`src/hw/rtl/sdf_pkg.sv`:
```
`timescale 1ns / 1ps

package sdf_pkg;

  localparam int unsigned TableDepthDefault = 64;
  localparam int unsigned ValueWidthDefault = 32;

  typedef struct packed {
    logic signed [31:0] value;
    logic               end_of_sequence;
  } sdf_in_t;

  typedef struct packed {
    logic signed [31:0] value_out;
    logic               keep;
    logic               table_overflow;
    logic               last_out;
  } sdf_out_t;

  typedef struct packed {
    logic ins;
    logic clr;
  } sdf_tbl_ctrl_t;

  typedef struct packed {
    logic hit;
    logic full;
  } sdf_tbl_stat_t;

endpackage

```
`src/hw/rtl/sdf_table.sv`:
```
`timescale 1ns / 1ps

module sdf_table import sdf_pkg::*; #(
  parameter int unsigned TABLE_DEPTH = TableDepthDefault,
  parameter int unsigned VALUE_WIDTH = ValueWidthDefault
) (
  input  logic                   clk_i,
  input  logic                   rst_ni,
  input  logic [VALUE_WIDTH-1:0] key_i,
  input  sdf_tbl_ctrl_t          ctrl_i,
  output sdf_tbl_stat_t          stat_o
);

  localparam int unsigned IdxW  = (TABLE_DEPTH > 1) ? $clog2(TABLE_DEPTH) : 1;
  localparam int unsigned FillW = $clog2(TABLE_DEPTH + 1);

  logic [VALUE_WIDTH-1:0] seen_q [TABLE_DEPTH];
  logic [FillW-1:0]       fill_q, fill_d;
  logic [TABLE_DEPTH-1:0] match;

  // an entry is valid when it lies below the fill count
  for (genvar i = 0; i < TABLE_DEPTH; i++) begin : g_cmp
    assign match[i] = (FillW'(i) < fill_q) && (seen_q[i] == key_i);
  end

  assign stat_o.hit  = |match;
  assign stat_o.full = (fill_q == FillW'(TABLE_DEPTH));

  always_comb begin
    fill_d = fill_q;
    if (ctrl_i.clr) begin
      fill_d = '0;
    end else if (ctrl_i.ins) begin
      fill_d = fill_q + FillW'(1);
    end
  end

  always_ff @(posedge clk_i or negedge rst_ni) begin
    if (!rst_ni) begin
      fill_q <= '0;
    end else begin
      fill_q <= fill_d;
    end
  end

  always_ff @(posedge clk_i) begin
    if (ctrl_i.ins) begin
      seen_q[fill_q[IdxW-1:0]] <= key_i;
    end
  end

  a_clr_empties: assert property (@(posedge clk_i) disable iff (!rst_ni)
    ctrl_i.clr |=> fill_q == '0)
    else $error("table not emptied after clear");

  a_fill_bound: assert property (@(posedge clk_i) disable iff (!rst_ni)
    fill_q <= FillW'(TABLE_DEPTH))
    else $error("fill count beyond table depth");

  a_no_ins_full: assert property (@(posedge clk_i) disable iff (!rst_ni)
    ctrl_i.ins |-> !stat_o.full && !stat_o.hit)
    else $error("insert into full table or of a stored key");

endmodule

```
`src/hw/rtl/stream_duplicate_filter.sv`:
```
`timescale 1ns / 1ps

// Duplicate filter: one request per cycle sustained while out_ready_i is not
// held low. A request accepted into the input register is filtered from there
// and its result is captured in the result register once that register is free
// (input register, then result register). The incoming value is compared
// against every stored entry at once; a first occurrence is appended if space
// is left, otherwise it is passed with the overflow flag set. The table empties
// when the request marked end_of_sequence is filtered: its fill count is zeroed
// as its result is registered, so no clearing pass is needed after reset or
// between sequences. Values compare on their low VALUE_WIDTH bits.
module stream_duplicate_filter import sdf_pkg::*; #(
  parameter int unsigned TABLE_DEPTH = TableDepthDefault,
  parameter int unsigned VALUE_WIDTH = ValueWidthDefault
) (
  input  logic     clk_i,
  input  logic     rst_ni,
  input  logic     in_valid_i,
  output logic     in_ready_o,
  input  sdf_in_t  in_data_i,
  output logic     out_valid_o,
  input  logic     out_ready_i,
  output sdf_out_t out_data_o
);

  logic          in_vld_q;
  sdf_in_t       in_q;
  logic          out_vld_q;
  sdf_out_t      out_q, out_d;
  logic          fire;
  logic [VALUE_WIDTH+31:0] key_ext;
  sdf_tbl_ctrl_t tbl_ctrl;
  sdf_tbl_stat_t tbl_stat;

  assign fire       = in_vld_q && (!out_vld_q || out_ready_i);
  assign in_ready_o = !in_vld_q || fire;

  assign key_ext = {{VALUE_WIDTH{1'b0}}, in_q.value};

  assign tbl_ctrl.ins = fire && !tbl_stat.hit && !tbl_stat.full;
  assign tbl_ctrl.clr = fire && in_q.end_of_sequence;

  sdf_table #(
    .TABLE_DEPTH(TABLE_DEPTH),
    .VALUE_WIDTH(VALUE_WIDTH)
  ) u_table (
    .clk_i (clk_i),
    .rst_ni(rst_ni),
    .key_i (key_ext[VALUE_WIDTH-1:0]),
    .ctrl_i(tbl_ctrl),
    .stat_o(tbl_stat)
  );

  always_comb begin
    out_d.value_out      = in_q.value;
    out_d.keep           = !tbl_stat.hit;
    out_d.table_overflow = !tbl_stat.hit && tbl_stat.full;
    out_d.last_out       = in_q.end_of_sequence;
  end

  always_ff @(posedge clk_i or negedge rst_ni) begin
    if (!rst_ni) begin
      in_vld_q  <= 1'b0;
      out_vld_q <= 1'b0;
    end else begin
      if (in_ready_o) begin
        in_vld_q <= in_valid_i;
      end
      if (fire) begin
        out_vld_q <= 1'b1;
      end else if (out_ready_i) begin
        out_vld_q <= 1'b0;
      end
    end
  end

  always_ff @(posedge clk_i) begin
    if (in_ready_o && in_valid_i) begin
      in_q <= in_data_i;
    end
    if (fire) begin
      out_q <= out_d;
    end
  end

  assign out_valid_o = out_vld_q;
  assign out_data_o  = out_q;

  a_fire_gives_result: assert property (@(posedge clk_i) disable iff (!rst_ni)
    fire |=> out_vld_q)
    else $error("filtered request produced no result");

  a_ovf_kept: assert property (@(posedge clk_i) disable iff (!rst_ni)
    out_vld_q && out_q.table_overflow |-> out_q.keep)
    else $error("overflow flagged on a dropped request");

  a_no_fire_empty: assert property (@(posedge clk_i) disable iff (!rst_ni)
    !in_vld_q |-> !fire)
    else $error("table updated without a held request");

endmodule

```
`config.mk`:
```
export PLATFORM = sky130hd
export DESIGN_NAME = stream_duplicate_filter
export DESIGN_NICKNAME = d
export VERILOG_FILES = /design/src/hw/rtl/sdf_pkg.sv /design/src/hw/rtl/sdf_table.sv /design/src/hw/rtl/stream_duplicate_filter.sv
export SDC_FILE = /design/constraint.sdc
export NUM_CORES = 2
export LEC_CHECK = 0
export BUFFER_PORTS_ARGS = -buffer_cell sky130_fd_sc_hd__buf_4
export CAP_MARGIN = 10
export CELL_PAD_IN_SITES_DETAIL_PLACEMENT = 1
export CELL_PAD_IN_SITES_GLOBAL_PLACEMENT = 2
export CORE_ASPECT_RATIO = 1.75
export CORE_UTILIZATION = 40
export CTS_BUF_LIST = sky130_fd_sc_hd__clkbuf_8
export CTS_CLUSTER_DIAMETER = 60
export DETAILED_ROUTE_END_ITERATION = 8
export PLACE_DENSITY = 0.67
export SLEW_MARGIN = 20
export SYNTH_ARGS = -nofsm -noshare
export SYNTH_HDL_FRONTEND = slang
export SYNTH_SLANG_ARGS = --single-unit
```
`constraint.sdc`:
```
create_clock -name clk_i -period 7.5 [get_ports clk_i]
set_input_delay 0 -clock clk_i [delete_from_list [all_inputs] [get_ports clk_i]]
set_output_delay 0 -clock clk_i [all_outputs]
set_load 0.01 [all_outputs]
```
==> results.yml <==
status:
  status: "complete, no violations"
final_layout:
  final_cell_mix: "edfxtp_1 (2116), xor2_1 (1854), nor4_1 (464)"
  final_common_cell: "edfxtp_1"
  nets: 5975
  fin_area_um2: 102000
  fillers: 21242
  multi_input_area_um2: 24200
  drive_above_1_share: 0.139
  regArea_um2: 63800
  syn_to_final_growth_pct: 14.1
clock_network:
  clock_latency_ps: 970
  clock-sinks: 2125
  cts_tree: "built"
  cts_resized: 0
  cts_root_buf: "clkbuf_8"
  clkTransAtPathRegs_ps: 70
  cts_buffer_depth: 4
  htreeDepth: 5
  numCtsBuffers: 317
  cts_setup_buffers: 0
global_route:
  grt_use_total: 0.241
  grt_pass1_vias: 52621
  antenna_found_initial: 7
  grt_max_degree: 60
  grt_pass1_wl_mm: 389
  gr-total-overflow: 0
power_and_ir_drop:
  p_int_mw: 17.8
  power.share.combinational: 0.089
  p_seq_frac: 0.557
  pwr-share-clk: 0.354
  ir_worst_vdd_mv: 0.165
  power.leakage_nw: 34.0
  switching_share: 0.254
  p_per_area_nw_per_um2: 235
  p_switching_mw: 6.08
  power_mw: 23.9
placed_design:
  gp_congestion: 0.822
  numPortBuffers: 73
  place_area_um2: 95600
  dpl.hpwl_mm: 171
setup_path:
  arrival_ps: 6580
  crit_path_top_delay_cell: "nor4_1"
  path_common_cell: "buf_4"
  crit_type: "register to register"
  cpPeakStageDelay_ps: 890
  cp_cell_sequence: "nand2_1 > buf_4 > o311ai_0 > nor4_1 > nor4_1 > nand4_1 > or4_4 > clkinv_2 > nand2_4 > buf_4 > nor4_2 > buf_4"
  path_max_fanout: 32
  start_kind: "register"
  critPathCaptureType: "register"
  crit_required_ps: 8070
timing:
  skew_ps: 67.7
  fin_tns_setup_ps: 0
  tightest_slew_ps: 1140
  setup_viol: 0
  rsz0062_at_grt: "false"
  finalCritPeriodShare: 0.800
  hold_viol: 0
  min_period_ps: 6000
  slew_headroom: 0.237
  slew_violations: 0
  fmax_mhz: 167
yosys:
  synth.ff_latch_count: 2125
  synth_top_cell_by_area: "edfxtp_1"
  synth_area_leaders: "edfxtp_1 (71%), xor2_1 (18%), nor4_1 (3.5%)"
  synth-edff-count: 2116
  yosysUniqueCellTypes: 54
  yosys_warnings: 0
  netlist_area_um2: 89200
  ys_seq_area_frac: 0.715
  avgSynthCellArea_um2: 16.5
  synth_nets: 5437
  async_flop_share: 0.00424
  synthCells: 5398
  synth_top_area_frac: 0.713
  synthFlopType: "edfxtp_1"
drt:
  via_count: 48530
  ant_nets: 0
  drc: 0
  drtIter0Drc: 3273
  firstDrtPassIters: 5
  drt_wl_total_mm: 273
  vias_per_cell: 5.37
  wire_per_inst_um: 30.2
die:
  pin_count: 74
  initial_core_util: 0.403
  rows: 228
  coreArea_um2: 221000
  dieArea_um2: 225000
  die_y_um: 627
  die_x_um: 359
run:
  drv_cap: 0
min_path:
  hold_class: "primary input to register"
## power groups by stage
stage               sequential, mW  combinational (mW)  clock (mW)
global route                  13.3                2.23        9.13
floorplan                     13.6               0.965           0
CTS                           13.3                2.16        8.69
detailed placement            13.6                2.12           0
finish                        13.3                2.13        8.46
global placement              13.6                2.08           0
## kinds of logic after synthesis
family / after synthesis / synth area share
XOR/XNOR: 2045 / 0.201
adder cells (fa/ha/maj): 2 / 0.000281
flip-flops: 2125 / 0.715
buffers and inverters: 271 / 0.0182
multiplexers: 1 / 0.000112
AND/OR/NAND/NOR: 886 / 0.0596
AO/OA/AOI/OAI: 68 / 0.00571
## flip-flops by register name, summed over array words and instances, names as in the netlist
| register | flops |
|---|---|
| in_q | 33 |
| in_vld_q | 1 |
| out_data_o | 35 |
| out_valid_o | 1 |
| u_table.fill_q | 7 |
| u_table.seen_q | 2048 |
## worst paths after layout
kind | to | slack, ps | depth (start not counted) | from
setup reg to reg | u_table.seen_q[45][23] | 1500 | 12 | u_table.fill_q[5]
setup / recovery | u_table.seen_q[45][23] | 1500 | 12 | u_table.fill_q[5]
hold reg to reg | out_data_o[13] | 460 | 0 | in_q[11]
min in group asynchronous | u_table.fill_q[1] | 210 | 3 | rst_ni
hold / removal | out_valid_o | 100 | 4 | out_ready_i
max in group asynchronous | u_table.fill_q[2] | 6760 | 3 | rst_ni
## per-layer routing
metal	GRT usage	wire [um]	vias to the layer above
met5	0	0	-
met4	0.0760	8440	0
met3	0.0272	9010	370
met2	0.453	147000	1039
met1	0.286	109000	26110
li1	-	-	21011
## timing repair
action | in CTS | in global routing
setup endpoints to repair | 0 | 0
hold buffers | 72 | 0
endpoints found under the hold margin | 80 | 0
## critical path, delay by kind of cell (launching register included)
| kind | cells | cell delay [ps] |
|---|---|---|
| flops | 1 | 780 |
| compound gates | 1 | 760 |
| simple gates | 7 | 2770 |
| buf+inv | 4 | 1250 |
## layout make-up
cell class / count / area share
timing repair buffer: 481 / 0.0466
inverter: 9 / 0.000345
tap: 2875 / 0.0354
clock buffer: 325 / 0.0440
multi-input combinational: 3002 / 0.238
sequential: 2125 / 0.627
antenna: 4 / 0.0000984
clock inverter: 218 / 0.00870
## synth_stat cells (all sizes together) (6+ instances only)
cell type and number:
nor3 106, inv 8, nor2 24, a2111oi 11, or3 7, xor2 1854
nand2 31, edfxtp 2116, nand3 65, nor4 500, nand4 125, buf 248
clkbuf 14, a21oi 15, xnor2 191, dfrtp 9, nand2b 6, o21ai 7
o2111ai 10
## per-stage QoR
step,cells,setup WS (ps),util,hold WS (ps)
final,9039,1500,0.460,98.4
after global placement,8419,864,0.432,-136
after detailed placement,8420,1590,0.432,-135
after CTS,9035,1540,0.460,37.4
after floorplan,5398,527,-,-296
after global routing,9037,1430,0.460,125
Power figures use the tool's default switching activity.
